[src/sv/ktsamp_pkg.sv]
`default_nettype none
package ktsamp_pkg;

  // default track capacity
  localparam int MAX_KEYS_DEF = 64;

  // depth of the command queue between front and back
  localparam int QUEUE_DEPTH = 2;

  // fixed field widths
  localparam int COUNT_W = 7;
  localparam int INDEX_W = 6;
  localparam int DATA_W  = 32;

  // fraction bits of the interpolation factor
  localparam int FRAC_BITS = 16;

  // vector components per key
  localparam int NUM_COMP = 3;

  // result status codes
  typedef enum logic [1:0] {
    STATUS_OK    = 2'd0,
    STATUS_EMPTY = 2'd1,
    STATUS_LATE  = 2'd2,
    STATUS_EARLY = 2'd3
  } status_t;

  // classified command passed from front to back
  typedef struct packed {
    logic                     is_sample;
    logic                     write_ok;
    logic [INDEX_W-1:0]       key_index;
    logic [DATA_W-1:0]        time_req;
    logic signed [DATA_W-1:0] value_x;
    logic signed [DATA_W-1:0] value_y;
    logic signed [DATA_W-1:0] value_z;
  } cmd_t;

endpackage
`default_nettype wire

[src/sv/ktsamp_front.sv]
`default_nettype none
module ktsamp_front #(
  parameter int MAX_KEYS = ktsamp_pkg::MAX_KEYS_DEF
) (
  input  logic                                  clk,
  input  logic                                  rst,
  input  logic                                  in_valid,
  output logic                                  in_stall,
  input  logic                                  kind,
  input  logic [ktsamp_pkg::INDEX_W-1:0]        key_index,
  input  logic [ktsamp_pkg::DATA_W-1:0]         time_req,
  input  logic signed [ktsamp_pkg::DATA_W-1:0]  value_x,
  input  logic signed [ktsamp_pkg::DATA_W-1:0]  value_y,
  input  logic signed [ktsamp_pkg::DATA_W-1:0]  value_z,
  output logic                                  q_push,
  output ktsamp_pkg::cmd_t                      q_data,
  input  logic                                  q_full
);
  import ktsamp_pkg::*;

  logic hold_valid;
  cmd_t hold;
  cmd_t cmd_in;
  logic take;

  // classify the incoming item
  always_comb begin
    cmd_in.is_sample = kind;
    cmd_in.write_ok  = (32'(key_index) < 32'(MAX_KEYS));
    cmd_in.key_index = key_index;
    cmd_in.time_req  = time_req;
    cmd_in.value_x   = value_x;
    cmd_in.value_y   = value_y;
    cmd_in.value_z   = value_z;
  end

  // hold stage stalls only when the queue cannot take its item
  assign in_stall = hold_valid && q_full;
  assign take     = in_valid && !in_stall;
  assign q_push   = hold_valid;
  assign q_data   = hold;

  always_ff @(posedge clk) begin
    if (rst) begin
      hold_valid <= 1'b0;
    end else if (take) begin
      hold_valid <= 1'b1;
    end else if (hold_valid && !q_full) begin
      hold_valid <= 1'b0;
    end
  end

  always_ff @(posedge clk) begin
    if (take) begin
      hold <= cmd_in;
    end
  end

endmodule
`default_nettype wire

[config.mk]
export PLATFORM = sky130hd
export DESIGN_NAME = ktsamp_front
export DESIGN_NICKNAME = d
export VERILOG_FILES = /design/src/sv/ktsamp_pkg.sv /design/src/sv/ktsamp_front.sv
export SDC_FILE = /design/constraint.sdc
export NUM_CORES = 1
export LEC_CHECK = 0
export BUFFER_PORTS_ARGS = -buffer_cell sky130_fd_sc_hd__clkbuf_2
export CORE_UTILIZATION = 37
export DETAILED_ROUTE_END_ITERATION = 8
export MAX_ROUTING_LAYER = met4
export PLACE_DENSITY = 0.72
export SKIP_CTS_REPAIR_TIMING = 1
export SYNTH_ARGS = -nofsm -noshare
export SYNTH_HDL_FRONTEND = slang
export SYNTH_SLANG_ARGS = --single-unit
[constraint.sdc]
create_clock -name clk -period 4.88 [get_ports clk]
set_input_delay 0.488 -clock clk [delete_from_list [all_inputs] [get_ports clk]]
set_output_delay 0.488 -clock clk [all_outputs]
set_load 0.05 [all_outputs]
# --- Yosys cells after proc, flatten, opt, wreduce, memory -nomap -nowiden ---
# Cells that the tools add are included.
totals:
  out_inout_bits: 138
  register_bits: 136
  in_bits: 139
  word_cells: 15
op_classes:
  reduce_logical: 6
  mux: 2
op_table:
  columns: ["op", "count"]
  rows:
  - ["logical AND 1 bit", 3]
  - ["logical NOT 1 bit", 2]
  - ["two-way mux 1 bit", 2]
  - ["nonzero test 2 bit", 1]

# --- Logic depth before layout (Yosys ltp) ---
logic_depth:
  depth_word: 4
  depth_mapped: 2
  ltp_nobuf: 2

# --- Worst setup path after synthesis ---
# Ideal clock, no wire load.
synth_timing:
  kind: "register to register"
  startpoint: "register hold_valid, in the netlist q_push"
  endpoint: "register hold (netlist bit q_data[0]), enable pin"
  setup_ns: 0.523
  path_buffers: 0
  arrival_time_ns: 4.213
  synth_period_minus_slack_ns: 4.737
  path_stages_with_launch: 3
  path_slack_ns: 0.143
  t_required_ns: 4.357
  path_cell_list: "dfxtp_1 > and2_4 > nor2b_2"
synth_between:
  elab_chain_len: 3
synth_rtl:
  columns: ["item", "line", "rtl"]
  rows:
  - ["start, declared", "ktsamp_front.sv:21", "logic hold_valid;"]
  - ["start signal, assigned", "ktsamp_front.sv:45", "hold_valid <= 1'b0;"]
  - ["start signal, assigned", "ktsamp_front.sv:47", "hold_valid <= 1'b1;"]
  - ["start signal, assigned", "ktsamp_front.sv:49", "hold_valid <= 1'b0;"]
  - ["logical AND 1 bit", "ktsamp_front.sv:38", "assign in_stall = hold_valid && q_full;"]
  - ["named net in_stall", "ktsamp_front.sv:8", "output logic in_stall,"]
  - ["logical NOT 1 bit", "ktsamp_front.sv:39", "assign take = in_valid && !in_stall;"]
  - ["logical AND 1 bit", "ktsamp_front.sv:39", null]
  - ["named net take", "ktsamp_front.sv:24", "logic take;"]
  - ["end signal, assigned", "ktsamp_front.sv:55", "hold <= cmd_in;"]
  - ["end, declared", "ktsamp_front.sv:22", "cmd_t hold;"]
# The timed path passes the listed nets, and every way through them passes these cells.
# A chain may end at the register's enable or synchronous reset.

# --- Worst setup path after layout ---
layout_timing:
  startpoint: "register hold_valid, in the netlist q_push"
  endpoint: "register hold (netlist bit q_data[78]), enable pin"
layout_between:
  elab_chain_len: 3
layout_rtl:
  columns: ["item", "line"]
  rows:
  - ["logical AND 1 bit", "ktsamp_front.sv:38"]
  - ["logical NOT 1 bit", "ktsamp_front.sv:39"]
  - ["logical AND 1 bit", "ktsamp_front.sv:39"]
  - ["named net take", "ktsamp_front.sv:24"]
# The timed path passes the listed nets, and every way through them passes these cells.

==> results.yml <==
setup_path:
  end_kind: "flop"
  arrival_ns: 2.32
  reg2regPathDepth: 3
  setup.worst_path.start: "q_push$_SDFFE_PP0P_"
  criticalPathCategory: "reg -> reg"
  worstPathMaxFanout: 36
  rr_startpoint: "q_push$_SDFFE_PP0P_"
  required_ns: 5.04
  startpoint_type: "flop"
sta:
  finalSetupViolCount: 0
  max-slew-margin-rel: 0.321
  slew_viol_final: 0
  holdWs_ns: 0.152
  max_freq_mhz: 461
  worstMarginPinSlew_ns: 1.02
  fin_crit_sh: 0.444
  rsz0062_at_grt: "no"
  finalHoldViolCount: 0
  setup_tns_ns: 0
  layout_min_cycle_time_ns: 2.17
  skew_ns: 0.00834
cts:
  clock_path_buffers: 2
  ctsHtreeMaxLevel: 4
  clock_latency_ns: 0.51
  numCtsBuffers: 17
  ctsRootBufferMaster: "clkbuf_8"
  cts_tree: "yes"
  cts_sinks: 136
  clkSlewWorstSetupHoldPaths_ns: 0.06
synth:
  synth_seq_area_share: 0.991
  ys_warn_count: 0
  ys_ff_latch: 136
  syn_nets: 281
  syn-mean-instance-area_um2: 29.0
  synthesis.area_um2: 4110
  synthCells: 142
  synth_cell_type_count: 8
  synth_top_area_share: 0.986
  synth_area_leaders: "edfxtp_1 99%, dfxtp_1 0.49%, and2_4 0.21%"
  yosysTopAreaCell: "edfxtp_1"
final_layout:
  regArea_um2: 4070
  final_cells: 590
  drive_gt1_frac: 0.686
  final_cell_mix: "275 x clkbuf_2, 135 x edfxtp_1, 16 x clkbuf_16"
  fin_area_um2: 6290
  area_growth_pct: 52.9
  final.fill_count: 856
  multiInputGateArea_um2: 35.0
  final_common_cell: "clkbuf_2"
  finalNetCount: 576
power_and_ir_drop:
  ir_drop_v: 0.000261
  p_seq_frac: 0.457
  totalPowerFinal_uw: 3030
  combPwrFrac: 0.126
  power.density_nw_per_um2: 483
  internal-power_uw: 2270
  p_sw_uw: 764
  p_leak_uw: 0.00278
  p_clk_frac: 0.417
  p_sw_frac: 0.252
routing:
  drc: 0
  first_pass_iters: 4
  via_count: 2513
  wl_mm: 8.98
  drtIter0Drc: 65
  post_drt_wl_per_cell_um: 15.2
  ant_nets: 0
  via_per_inst: 4.26
worst_hold_path:
  min_from: "value_z[17]"
  hold_path_class: "in -> reg"
  min_path_cells: 1
placement:
  gp_congestion: 0.742
  placed_cell_area_um2: 5690
  io_buffer_count: 275
  post-place-cells: 558
  hpwlAfterDp_mm: 6.88
die:
  die_w_um: 107
  start_util: 0.379
  dieArea_um2: 11500
  rows: 38
  fp.dieH_um: 107
  ios: 277
  core-area_um2: 10800
grt:
  grt_pass1_wl_mm: 12.7
  grt_use_total: 0.163
  grt_pass1_vias: 2599
  grt-ovfl-total: 0
  grt_start_max_net_pins: 68
  grt_antenna_before_repair: 1
status:
  outcome: "complete, no violations"
job:
  maxCapViolations: 0
==> kinds of logic after synthesis <==
logic type / share of synthesized area
flops: 0.991
simple gates: 0.00517
compound gates: 0.00122
buf+inv: 0.00183
other cells: 0.000912
==> cells in the mapped netlist (all sizes together) <==
| library cell | count |
|---|---|
| edfxtp | 135 |
| a21oi | 1 |
| and2 | 1 |
| buf | 1 |
| conb | 1 |
| dfxtp | 1 |
| nor2 | 1 |
| nor2b | 1 |
==> area by class of cell <==
type | instances | area share
clock buffers | 17 | 0.0659
repair buffers | 277 | 0.223
multi-input cells | 5 | 0.00557
clock inverters | 14 | 0.0291
flip-flops and latches | 136 | 0.648
diodes | 1 | 0.000398
well taps | 140 | 0.0279
==> sequential cells by signal, indices dropped and copies added (netlist names) <==
register / flops
q_data: 135
q_push: 1
==> stage by stage <==
step	util	worst slack, ns
after CTS	0.580	2.66
final	0.580	2.71
after global routing	0.580	2.54
after floorplan	-	0.143
after detailed placement	0.525	2.39
after global placement	0.525	2.49
==> path summary, 6_finish.rpt <==
| path | to | slack (ns) |
|---|---|---|
| worst min-delay path | q_data[17]$_DFFE_PP_ | 0.15 |
| worst min register to register | q_push$_SDFFE_PP0P_ | 0.54 |
| worst max register to register | q_data[78]$_DFFE_PP_ | 2.71 |
| worst max-delay path | q_data[78]$_DFFE_PP_ | 2.71 |
==> worst max-delay path: stages (launching register included) <==
cell	delay (ns)
dfxtp_1	0.33
and2_4	0.15
nor2b_4	0.78
buf_4	0.53
==> power by group through the flow <==
stage	registers [µW]	logic (µW)	clock network [µW]
floorplan	1650	25.1	0
global placement	1410	382	0
detailed placement	1410	387	0
CTS	1390	387	1300
global route	1390	400	1350
finish	1390	383	1270
==> per-layer routing <==
metal	GRT usage	wire length [µm]
met1	0.175	3460
met2	0.265	4520
met3	0.0611	812
met4	0.0832	185
met5	-	0
No activity file was read; power rests on OpenSTA's default activity.
