File: src/sv/ktsamp_pkg.sv
`default_nettype none
package ktsamp_pkg;

  // default track capacity
  localparam int MAX_KEYS_DEF = 64;

  // depth of the command queue between front and back
  localparam int QUEUE_DEPTH = 2;

  // fixed field widths
  localparam int COUNT_W = 7;
  localparam int INDEX_W = 6;
  localparam int DATA_W  = 32;

  // fraction bits of the interpolation factor
  localparam int FRAC_BITS = 16;

  // vector components per key
  localparam int NUM_COMP = 3;

  // result status codes
  typedef enum logic [1:0] {
    STATUS_OK    = 2'd0,
    STATUS_EMPTY = 2'd1,
    STATUS_LATE  = 2'd2,
    STATUS_EARLY = 2'd3
  } status_t;

  // classified command passed from front to back
  typedef struct packed {
    logic                     is_sample;
    logic                     write_ok;
    logic [INDEX_W-1:0]       key_index;
    logic [DATA_W-1:0]        time_req;
    logic signed [DATA_W-1:0] value_x;
    logic signed [DATA_W-1:0] value_y;
    logic signed [DATA_W-1:0] value_z;
  } cmd_t;

endpackage
`default_nettype wire

File: src/sv/ktsamp_queue.sv
`default_nettype none
module ktsamp_queue (
  input  logic             clk,
  input  logic             rst,
  input  logic             push,
  input  ktsamp_pkg::cmd_t push_data,
  output logic             full,
  output logic             head_valid,
  output ktsamp_pkg::cmd_t head,
  input  logic             pop
);
  import ktsamp_pkg::*;

  localparam int PW = (QUEUE_DEPTH > 1) ? $clog2(QUEUE_DEPTH) : 1;
  localparam int CW = $clog2(QUEUE_DEPTH + 1);

  cmd_t          slots [QUEUE_DEPTH];
  logic [PW-1:0] wr_ptr;
  logic [PW-1:0] rd_ptr;
  logic [CW-1:0] count;
  logic          push_ok;
  logic          pop_ok;

  assign full       = (count == CW'(QUEUE_DEPTH));
  assign head_valid = (count != '0);
  assign head       = slots[rd_ptr];
  assign push_ok    = push && !full;
  assign pop_ok     = pop && head_valid;

  // storage
  always_ff @(posedge clk) begin
    if (push_ok) begin
      slots[wr_ptr] <= push_data;
    end
  end

  // pointers and fill count
  always_ff @(posedge clk) begin
    if (rst) begin
      wr_ptr <= '0;
      rd_ptr <= '0;
      count  <= '0;
    end else begin
      if (push_ok) begin
        wr_ptr <= (wr_ptr == PW'(QUEUE_DEPTH - 1)) ? '0 : wr_ptr + PW'(1);
      end
      if (pop_ok) begin
        rd_ptr <= (rd_ptr == PW'(QUEUE_DEPTH - 1)) ? '0 : rd_ptr + PW'(1);
      end
      if (push_ok && !pop_ok) begin
        count <= count + CW'(1);
      end else if (pop_ok && !push_ok) begin
        count <= count - CW'(1);
      end
    end
  end

endmodule
`default_nettype wire

File: config.mk
export PLATFORM = sky130hd
export DESIGN_NAME = ktsamp_queue
export DESIGN_NICKNAME = d
export VERILOG_FILES = /design/src/sv/ktsamp_pkg.sv /design/src/sv/ktsamp_queue.sv
export SDC_FILE = /design/constraint.sdc
export NUM_CORES = 1
export LEC_CHECK = 0
export BUFFER_PORTS_ARGS = -buffer_cell sky130_fd_sc_hd__clkbuf_2
export CAP_MARGIN = 20
export CORE_ASPECT_RATIO = 1.4
export CORE_UTILIZATION = 30
export DETAILED_ROUTE_END_ITERATION = 16
export REMOVE_ABC_BUFFERS = 1
export SLEW_MARGIN = 0
export SYNTH_ARGS = -nofsm -noshare
export SYNTH_HDL_FRONTEND = slang
export SYNTH_SLANG_ARGS = --single-unit
export TNS_END_PERCENT = 10
File: constraint.sdc
create_clock -name clk -period 6.46 [get_ports clk]
set_clock_uncertainty 0.1 [all_clocks]
set_input_delay 0.969 -clock clk [delete_from_list [all_inputs] [get_ports clk]]
set_output_delay 0.969 -clock clk [all_outputs]
set_load 0.02 [all_outputs]
Yosys cells after proc, flatten, opt, wreduce, memory -nomap -nowiden

Memories as Yosys holds them, arrays and structs flattened. A register that Yosys moved wholly into a read port is not among the register bits.
Cells that the tools add are included.

Memories: 1
RAM bits: 272
Output and inout port bits: 138
Register bits: 4

Memories:

| memory | words | bits a word | read ports | clocked after Yosys merged registers in | write ports | RTL line           | source |
|---|---|---|---|---|---|---|---|
| slots  | 2     | 136         | 1          | 1                                       | 1           | ktsamp_queue.sv:17 | `cmd_t slots [QUEUE_DEPTH];` |

Mux-type cells: 8
$add $sub $neg: 4
Equal/unequal tests: 1
Reduce and logical (&&, ||, !) cells: 9

Operators by type and width:

| kind                | count |
|---|---|
| $mux 1              | 6 |
| $logic_and 1x1->1   | 4 |
| $mux 2              | 2 |
| $reduce_bool 2->1   | 2 |
| $logic_not 1->1     | 3 |
| $add 1x1->1 const B | 2 |
| $add 2x1->2 const B | 1 |
| $eq 2x2->1 const B  | 1 |
| $sub 2x1->2 const B | 1 |

Longest topological paths before layout

Gate-level depths: netlist of run 1.

Depth in word-level cells: 7
Mapped depth: 6
Gate-level depth less buffers: 6

Worst setup path before layout of run 1

OpenSTA, ideal clock, no wires.

Kind: input to register
From: input port push
To: memory slots[1][0] in the netlist's numbering (enable)
Arrival: 4.279 ns
Setup time: 0.512 ns
Stages on the path: 3
Data required time: 5.848 ns
Path buffers: 0
Setup slack: 1.569 ns
Cell sequence: inv_1 > nor2_1 > and2_1

Cells in the longest elaborated chain, start to end: 3

Ends and longest elaborated chain:

| element                      | RTL line           | source |
|---|---|---|
| from (decl)                  | ktsamp_queue.sv:5  | `input logic push,` |
| $logic_and 1x1->1            | ktsamp_queue.sv:27 | `assign push_ok = push && !full;` |
| $mux 1                       | ktsamp_queue.sv:32 | `if (push_ok) begin` |
| $mux 1 (implied by the code) | ktsamp_queue.sv:33 | `slots[wr_ptr] <= push_data;` |
| to (decl)                    | ktsamp_queue.sv:17 |  |

Every way passes these cells.

==> flow_summary.json, run 1 <==
{
  "arrival_ps": 2510,
  "ir_drop_uv": 412.6,
  "cts_resized": 0,
  "rsz0062_at_grt": "false",
  "drv_cap": 0,
  "busiest_layer": "met2",
  "worstPathMaxFanout": 109,
  "p_sw_mw": 1.577,
  "row_count": 79,
  "io_buffer_count": 277,
  "drc": 0,
  "gr-usage-met1_pct": 11.82,
  "syn_area_mm2": 0.01018,
  "finalHoldViolations": 0,
  "grt_usage_pct": 11.08,
  "die_w_um": 157.7,
  "max_stage_delay_ps": 600,
  "powerDensity_mw_per_mm2": 406.3,
  "place.gp.congestion": 0.6832,
  "htreeDepth": 1,
  "worst_hold_path_type": "flip-flop to flip-flop",
  "first_iter_violations": 199,
  "outcome": "completed",
  "root_buffer": "clkbuf_16",
  "p_seq_share_pct": 44.7,
  "reg2reg_from": "count[0]$_SDFFE_PP0P_",
  "synth_common_cells": "edfxtp_1, mux2_2, mux2_4, buf_2, buf_6",
  "die_area_mm2": 0.03468,
  "synth_top_area_cell": "edfxtp_1",
  "min_period_over_period_pct": 55.47,
  "slew_violations": 0,
  "n_antenna_cell": 0,
  "timing.rr.end": "slots[0][32]$_DFFE_PP_",
  "worstRegToRegCells": 4,
  "die_h_um": 220.0,
  "cts_tree": "yes",
  "via_count": 5080,
  "hold-path-endpoint": "wr_ptr$_SDFFE_PP0N_",
  "synth_most_common_cell": "edfxtp_1",
  "first_global_vias": 5134,
  "cp-end-kind": "output port",
  "p_leak_nw": 4.839,
  "power.internal_mw": 3.649,
  "p_comb_share_pct": 27.7,
  "synth_ff_type": "edfxtp_1",
  "setup_tns_ps": 0,
  "p_clk_share_pct": 27.5,
  "ant_nets": 0,
  "criticalPathCategory": "flip-flop to output port",
  "fp.coreArea_mm2": 0.03331,
  "grt_start_max_net_pins": 110,
  "clk_pin_slew_ps": 60,
  "cts_sinks": 277,
  "min_period_ps": 3583,
  "worstMarginPinSlew_ps": 1010,
  "areaGrowthSynthToFinish_pct": 26.35,
  "holdCritStartpoint": "wr_ptr$_SDFFE_PP0N_",
  "synth_seq_area_share_pct": 81.22,
  "ys_warn_count": 0,
  "antenna_found_initial": 2,
  "cts_buffers": 27,
  "fmax_ghz": 0.2791,
  "grt_first_pass_wirelength_um": 28780,
  "synth_top_area_share_pct": 80.24,
  "switching_share_pct": 30.18,
  "wl_per_cell_um": 16.61,
  "critPathRequiredTime_ps": 5390,
  "startpoint_type": "flip-flop",
  "nFillCells": 3123,
  "avgSynthCellArea_um2": 22.72,
  "synth.area.top_cells": "edfxtp_1, mux2_2, mux2_4",
  "holdPathStages": 2,
  "synth-seq-cells": 277,
  "wirelength_um": 20050,
  "final-setup-viol-count": 0,
  "clockBufferDepth": 3,
  "power_mw": 5.226,
  "reg2reg_slack_ps": 3720,
  "yosysUniqueCellTypes": 16,
  "cts_setup_buffers": 0,
  "viasPerCell": 4.209,
  "detailed_place_hpwl_um": 12790,
  "ios": 278,
  "synth-edff-count": 272,
  "post-route-util_pct": 38.61,
  "crit_chain": "buf_12, mux2_2, clkbuf_2",
  "cts_hold_buffers": 0,
  "gr-total-overflow": 0,
  "drive_gt1_share_pct": 59.84,
  "clk-insertion-delay-late_ps": 530,
  "drtPass1Iterations": 5,
  "grt_util_met3_pct": 3.441,
  "relSlewSlack_pct": 32.68,
  "fin_nets": 884,
  "cp_slowest_cell": "dfxtp_4",
  "cp.buffers_inverters": 2,
  "globalRouteMet2Util_pct": 20.23,
  "syn_inst": 448,
  "synthArstFlopShare_pct": 0,
  "cp_top_family": "buffers and inverters",
  "initial_core_util_pct": 30.56
}
## layout make-up
type,instances,area (um2),area share [%]
Sequential cell,277,8272,64.31
Multi-Input combinational cell,154,1794,13.95
Timing Repair Buffer,281,1429,11.11
Clock buffer,33,698.2,5.428
Tap cell,445,556.8,4.329
Clock inverter,15,100.1,0.7782
Inverter,2,12.51,0.09728
## routing by layer
layer	vias up	wire (um)
met1	2489	7338
met4	4	399
li1	2379	-
met3	31	1469
met2	177	10810
met5	-	26
## tightest hold or removal path: cells and delay by family, from the launching register on
kind           cells  cell delay (ps)
AO/OA/AOI/OAI      2              130
flip-flops         1              320
## cell families (layout without fill, tap and decap cells)
family / Yosys count / after routing / synth area share, %
DFF: 277 / 277 / 81.22
muxes: 136 / 136 / 16.52
xor gates and xnor gates: 3 / 3 / 0.2582
AOI/OAI and AO/OA: 5 / 5 / 0.2458
and+or+nand+nor: 9 / 9 / 0.4548
adders and majority gates: 1 / 1 / 0.1229
buffers and inverters: 17 / 331 / 1.180
## per-stage QoR
stage / instances / hold WS, ps / cell area (um2) / setup WS [ps]
after CTS: 1207 / 402.5 / 12860 / 2918
after floorplan: 433 / 351.6 / 10070 / 901.5
after global placement: 1159 / 379.1 / 12060 / 3041
after global routing: 1207 / 423.6 / 12860 / 2792
after detailed placement: 1159 / 388.8 / 12060 / 3001
final: 1207 / 401.1 / 12860 / 2877
## power groups by stage
stage | combinational [mW] | sequential (mW) | clock, mW
4_1_cts | 1.48 | 2.34 | 1.49
2_1_floorplan | 0.983 | 2.46 | 0
3_5_place_dp | 1.48 | 2.38 | 0
3_3_place_gp | 1.47 | 2.37 | 0
5_1_grt | 1.55 | 2.36 | 1.55
6_report | 1.45 | 2.34 | 1.44
## state kept, by name (all words and copies together), names as in the netlist, named ones only
register	flops
count	2
rd_ptr	1
slots	272
wr_ptr	1
## cell usage in the layout (no fill, tap or decap), types with 2 or more instances in the layout
master / instances
dfxtp_1: 4
clkbuf_2: 277
xor2_1: 3
inv_6: 2
clkinv_2: 4
mux2_2: 96
or3_1: 2
o21ai_0: 3
clkbuf_16: 27
clkinv_1: 7
nor2_1: 4
a21oi_1: 2
edfxtp_1: 272
clkbuf_1: 6
mux2_4: 40
clkinvlp_4: 2
buf_4: 3
## worst max-delay path by stage
stage                     startpoint                endpoint  cells after the start
after floorplan            flip-flop                 head[0]                      1
after global placement          push  slots[0][82]$_DFFE_PP_                      5
after detailed placement        push  slots[0][88]$_DFFE_PP_                      5
after CTS                  flip-flop                head[45]                      3
after global routing       flip-flop                head[37]                      3
final                      flip-flop               head[134]                      3
(Power assumes the default switching activity.)
==> run 2: changes to the inputs <==
--- a/config.mk
+++ b/config.mk
@@ -5,6 +5,7 @@
 export SDC_FILE = /design/constraint.sdc
 export NUM_CORES = 1
 export LEC_CHECK = 0
+export ABC_AREA = 1
 export BUFFER_PORTS_ARGS = -buffer_cell sky130_fd_sc_hd__clkbuf_2
 export CAP_MARGIN = 20
 export CORE_ASPECT_RATIO = 1.4
==> constraint.sdc (replaced) <==
create_clock -name clk -period 3.42 [get_ports clk]
set_clock_uncertainty 0.1 [all_clocks]
set_input_delay 0.513 -clock clk [delete_from_list [all_inputs] [get_ports clk]]
set_output_delay 0.513 -clock clk [all_outputs]
set_load 0.02 [all_outputs]
==> run 2 against run 1 <==
  * Power grew 86%
  * Die area grew 0.22%
  * Sequential power grew 89%
  * Clock power grew 98%
  * Via count grew 1.5%
  * Synthesized cell count grew 2.7%
  * Cell count grew 1.2%
  * Global-route usage shrank 0.25 points
  * Critical endpoint is now head[14]
==> flow_summary.json, run 2 <==
{
  "cts_tree": "yes",
  "busiest_layer": "met2",
  "arrival_ps": 2110,
  "criticalPathCategory": "flip-flop to output port",
  "worstRegToRegCells": 9,
  "die_w_um": 157.9,
  "fmax_ghz": 0.3668,
  "hold_ws_ps": 65.35,
  "synth-edff-count": 272,
  "yosysUniqueCellTypes": 14,
  "first_global_vias": 5197,
  "min_period_ps": 2726,
  "worstMarginPinSlew_ps": 777.0,
  "avgSynthCellArea_um2": 22.18,
  "grt_start_max_net_pins": 87,
  "slew_violations": 0,
  "synth_ff_type": "edfxtp_1",
  "globalRouteMet2Util_pct": 19.84,
  "clockBufferDepth": 3,
  "multi_input_area_mm2": 0.001807,
  "layout_common_cells": "clkbuf_2, edfxtp_1, mux2_2",
  "first_iter_violations": 202,
  "gr-usage-met1_pct": 11.12,
  "reg_top3": "slots (272), count (2)",
  "grt_first_pass_wirelength_um": 28320,
  "ir_drop_uv": 514.3,
  "clk_pin_slew_ps": 60,
  "synth_top_area_cell": "edfxtp_1",
  "cts_hold_buffers": 0,
  "setup_tns_ps": 0,
  "wl_per_cell_um": 16.14,
  "grt_usage_pct": 10.83,
  "ys_warn_count": 0,
  "largest_reg_flops": 272,
  "ant_nets": 0,
  "root_buffer": "clkbuf_16",
  "wirelength_um": 19730,
  "rsz0062_at_grt": "false",
  "fp.coreArea_mm2": 0.03331,
  "holdPathStages": 1,
  "worst_hold_path_type": "primary input to flip-flop",
  "synth_top_area_share_pct": 80.06,
  "relSlewSlack_pct": 47.65,
  "nFillCells": 3099,
  "antenna_found_initial": 3,
  "drv_cap": 0,
  "die_area_mm2": 0.03476,
  "post-route-util_pct": 39.06,
  "row_count": 79,
  "cts_resized": 0,
  "worstPathMaxFanout": 57,
  "synth_seq_area_share_pct": 81.04,
  "final_common_cell": "clkbuf_2",
  "io_buffer_count": 277,
  "powerDensity_mw_per_mm2": 748.9,
  "syn_area_mm2": 0.01020,
  "p_leak_nw": 4.927,
  "largest-register": "slots",
  "grt_util_met3_pct": 3.760,
  "final-setup-viol-count": 0,
  "synth_most_common_cell": "edfxtp_1",
  "via_count": 5155,
  "regArea_mm2": 0.008272,
  "syn_inst": 460,
  "startpoint_type": "flip-flop",
  "synthArstFlopShare_pct": 0,
  "drtPass1Iterations": 4,
  "cts_sinks": 277,
  "drc": 0,
  "synth-seq-cells": 277,
  "cts_setup_buffers": 0,
  "cts_buffers": 27,
  "viasPerCell": 4.218,
  "gr-total-overflow": 0,
  "drive_gt1_share_pct": 59.48,
  "finalHoldViolations": 0,
  "detailed_place_hpwl_um": 13080,
  "synth_common_cells": "edfxtp_1, mux2_2, mux2_4, buf_2",
  "reg2reg_slack_ps": 1410,
  "cp-end-kind": "output port",
  "place.gp.congestion": 0.7149,
  "fin_nets": 898,
  "synth.area.top_cells": "edfxtp_1, mux2_2, mux2_4",
  "min_period_over_period_pct": 79.71,
  "critPathRequiredTime_ps": 2810,
  "clk-insertion-delay-late_ps": 530,
  "initial_core_util_pct": 30.63,
  "die_h_um": 220.2,
  "htreeDepth": 1,
  "areaGrowthSynthToFinish_pct": 27.53,
  "ios": 278,
  "outcome": "completed"
}
run 2: cell families after synthesis:
| logic type | count (synthesis) | synth area share (%) |
|---|---|---|
| flip-flops | 277 | 81.04 |
| buffers and inverters | 23 | 1.398 |
| AO/OA/AOI/OAI | 5 | 0.2452 |
| multiplexers | 136 | 16.48 |
| AND/OR/NAND/NOR | 18 | 0.7114 |
| adder cells (fa/ha/maj) | 1 | 0.1226 |
run 2: final timing paths:
path | end | from
hold / removal | slots[0][105]$_DFFE_PP_ | push_data[105]
setup / recovery | head[14] | flip-flop
hold reg to reg | rd_ptr$_SDFFE_PP0P_ | rd_ptr$_SDFFE_PP0P_
setup reg to reg | count[1]$_SDFFE_PP0P_ | count[1]$_SDFFE_PP0P_
run 2: stage by stage:
stage               setup slack (ps)  total power [mW]  area (um2)  std cells
global placement                1210             7.002       12160       1173
floorplan                      -3630             6.329       10090        445
global route                   572.6             10.18       13010       1220
CTS                            615.5             9.913       13010       1220
finish                         694.1             9.744       13010       1222
detailed placement              1192             7.038       12160       1173
run 2: worst max-delay path, stage by stage (launching register included):
cell and delay, ps:
dfxtp_4 580, buf_12 380, mux2_2 420, clkbuf_2 160
run 2: power breakdown:
group	internal (mW)	switching (mW)
Clock	1.66	1.19
Combinational	0.979	1.49
Sequential	4.29	0.132
Total	6.93	2.82
run 2: routing by layer:
metal  up-vias  routed length (um)
met3        37                1732
met1      2530                6818
met2       176               10640
met4         4                 515
met5         -                  23
li1       2408                   -
run 2: final cells by class:
type	instances	area share, %
flip-flops and latches	277	63.57
clock inverters	19	1.289
inverters	8	0.2308
well taps	445	4.279
multi-input cells	160	13.89
diodes	2	0.03847
clock buffers	28	5.222
repair buffers	283	11.48
==> run 3: changes to the inputs <==
--- a/config.mk
+++ b/config.mk
@@ -5,7 +5,7 @@
 export SDC_FILE = /design/constraint.sdc
 export NUM_CORES = 1
 export LEC_CHECK = 0
-export ABC_AREA = 1
+export ABC_AREA = 0
 export BUFFER_PORTS_ARGS = -buffer_cell sky130_fd_sc_hd__clkbuf_2
 export CAP_MARGIN = 20
 export CORE_ASPECT_RATIO = 1.4
==> constraint.sdc (replaced) <==
create_clock -name clk -period 2.7 [get_ports clk]
set_clock_uncertainty 0.1 [all_clocks]
set_input_delay 0.405 -clock clk [delete_from_list [all_inputs] [get_ports clk]]
set_output_delay 0.405 -clock clk [all_outputs]
set_load 0.02 [all_outputs]
==> run 3 against run 2 <==
  * Power increased by 33%
  * Worst hold slack gained 95 ps
  * Clock power is 28% higher
  * Design area up 11%
  * Sequential share of layout area down 6.3 points
  * Critical path depth stayed put
==> flow_summary.json, run 3 (same netlist as run 1, synthesis figures left out) <==
{
  "powerDensity_mw_per_mm2": 900.3,
  "final_common_cell": "clkbuf_2",
  "timing.rr.end": "slots[0][75]$_DFFE_PP_",
  "relSlewSlack_pct": 62.78,
  "grt_usage_pct": 12.14,
  "reg2reg_from": "count[0]$_SDFFE_PP0P_",
  "layout_common_cells": "clkbuf_2, edfxtp_1, dlygate4sd3_1",
  "p_seq_share_pct": 42.9,
  "antenna_found_initial": 3,
  "slew_violations": 0,
  "ios": 278,
  "criticalPathCategory": "flip-flop to output port",
  "critPathRequiredTime_ps": 2190,
  "clk_pin_slew_ps": 60,
  "cts_sinks": 277,
  "holdCritStartpoint": "push",
  "power.internal_mw": 9.069,
  "ant_nets": 0,
  "areaGrowthSynthToFinish_pct": 41.90,
  "min_period_over_period_pct": 95.93,
  "grt_first_pass_wirelength_um": 31930,
  "clk-insertion-delay-late_ps": 530,
  "worstPathMaxFanout": 50,
  "root_buffer": "clkbuf_16",
  "p_clk_share_pct": 28.2,
  "p_leak_nw": 5.510,
  "p_sw_mw": 3.937,
  "post-route-util_pct": 43.36,
  "via_count": 5706,
  "final-setup-viol-count": 0,
  "largest-register": "slots",
  "die_w_um": 157.7,
  "worst_hold_path_type": "primary input to flip-flop",
  "min_period_ps": 2590,
  "rsz0062_at_grt": "true",
  "fin_nets": 1029,
  "switching_share_pct": 30.27,
  "drive_gt1_share_pct": 51.65,
  "hold-path-endpoint": "wr_ptr$_SDFFE_PP0N_",
  "grt_start_max_net_pins": 84,
  "gr-total-overflow": 0,
  "p_comb_share_pct": 28.9,
  "fp.coreArea_mm2": 0.03331,
  "startpoint_type": "flip-flop",
  "detailed_place_hpwl_um": 13630,
  "drc": 0,
  "worstMarginPinSlew_ps": 558.3,
  "cts_buffers": 28,
  "first_global_vias": 6042,
  "largest_reg_flops": 272,
  "initial_core_util_pct": 30.56,
  "row_count": 79,
  "arrival_ps": 2080,
  "outcome": "completed",
  "io_buffer_count": 277,
  "power_mw": 13.01,
  "drtPass1Iterations": 4,
  "clockBufferDepth": 3,
  "first_iter_violations": 270,
  "wl_per_cell_um": 16.07,
  "worstRegToRegCells": 4,
  "wirelength_um": 21810,
  "reg_top3": "slots (272), count (2)",
  "holdPathStages": 4,
  "viasPerCell": 4.205,
  "die_h_um": 220.0,
  "finalHoldViolations": 0,
  "cp-end-kind": "output port",
  "die_area_mm2": 0.03468,
  "reg2reg_slack_ps": 750,
  "ir_drop_uv": 692.4,
  "fmax_ghz": 0.3861,
  "cts_tree": "yes",
  "drv_cap": 0,
  "htreeDepth": 1,
  "place.gp.congestion": 0.7155
}
## run 3: final cells by class
type | count | area (um2)
well taps | 445 | 556.8
clock inverters | 18 | 128.9
inverters | 2 | 12.51
flip-flops and latches | 277 | 8272
fillers | 2945 | 18870
repair buffers | 425 | 2932
clock buffers | 34 | 744.5
diodes | 2 | 5.005
multi-input cells | 154 | 1794
## run 3: timing repair
item                                    4_1_cts  5_1_grt
setup buffers                                 0        0
hold buffers                                137        0
endpoints found under the hold margin       277        0
endpoints found under the setup margin        0       15
gates resized for setup                       0        1
## run 3: power by group through the flow
stage	combinational, mW	sequential, mW	clock, mW
after global routing	4.02	5.63	3.92
after global placement	3.64	5.65	0
after detailed placement	3.65	5.68	0
final	3.76	5.58	3.66
after CTS	3.84	5.59	3.77
after floorplan	2.35	5.88	0
## run 3: worst max-delay path by stage
| stage | endpoint | slack [ps] |
|---|---|---|
| global route | head[54] | -10 |
| floorplan | head[0] | -2290 |
| detailed placement | head[49] | 630 |
| CTS | head[53] | 40 |
| global placement | head[53] | 640 |
| finish | head[10] | 110 |
## run 3: worst max-delay path, cell delays in order, from the launching register on
cell and delay [ps]:
dfxtp_4 590, buf_12 320, mux2_2 380, clkbuf_2 180
## run 3: through the flow
stage	hold WS [ps]	setup WS [ps]	setup TNS (ps)	cell area, um2	instances
5_1_grt	169.8	-10.87	-40.03	14450	1357
2_1_floorplan	351.6	-2294	-734170	10070	433
6_report	160.6	110.0	0	14450	1357
4_1_cts	135.6	37.50	0	14440	1355
3_3_place_gp	387.6	637.8	0	12190	1166
3_5_place_dp	393.7	634.8	0	12190	1166
## run 3: per-layer routing
| metal | GRT usage (%) | wire [um] |
|---|---|---|
| met5 | 0 | 13 |
| met4 | 5.793 | 796 |
| met3 | 2.989 | 1328 |
| met2 | 22.53 | 11810 |
| met1 | 12.60 | 7859 |
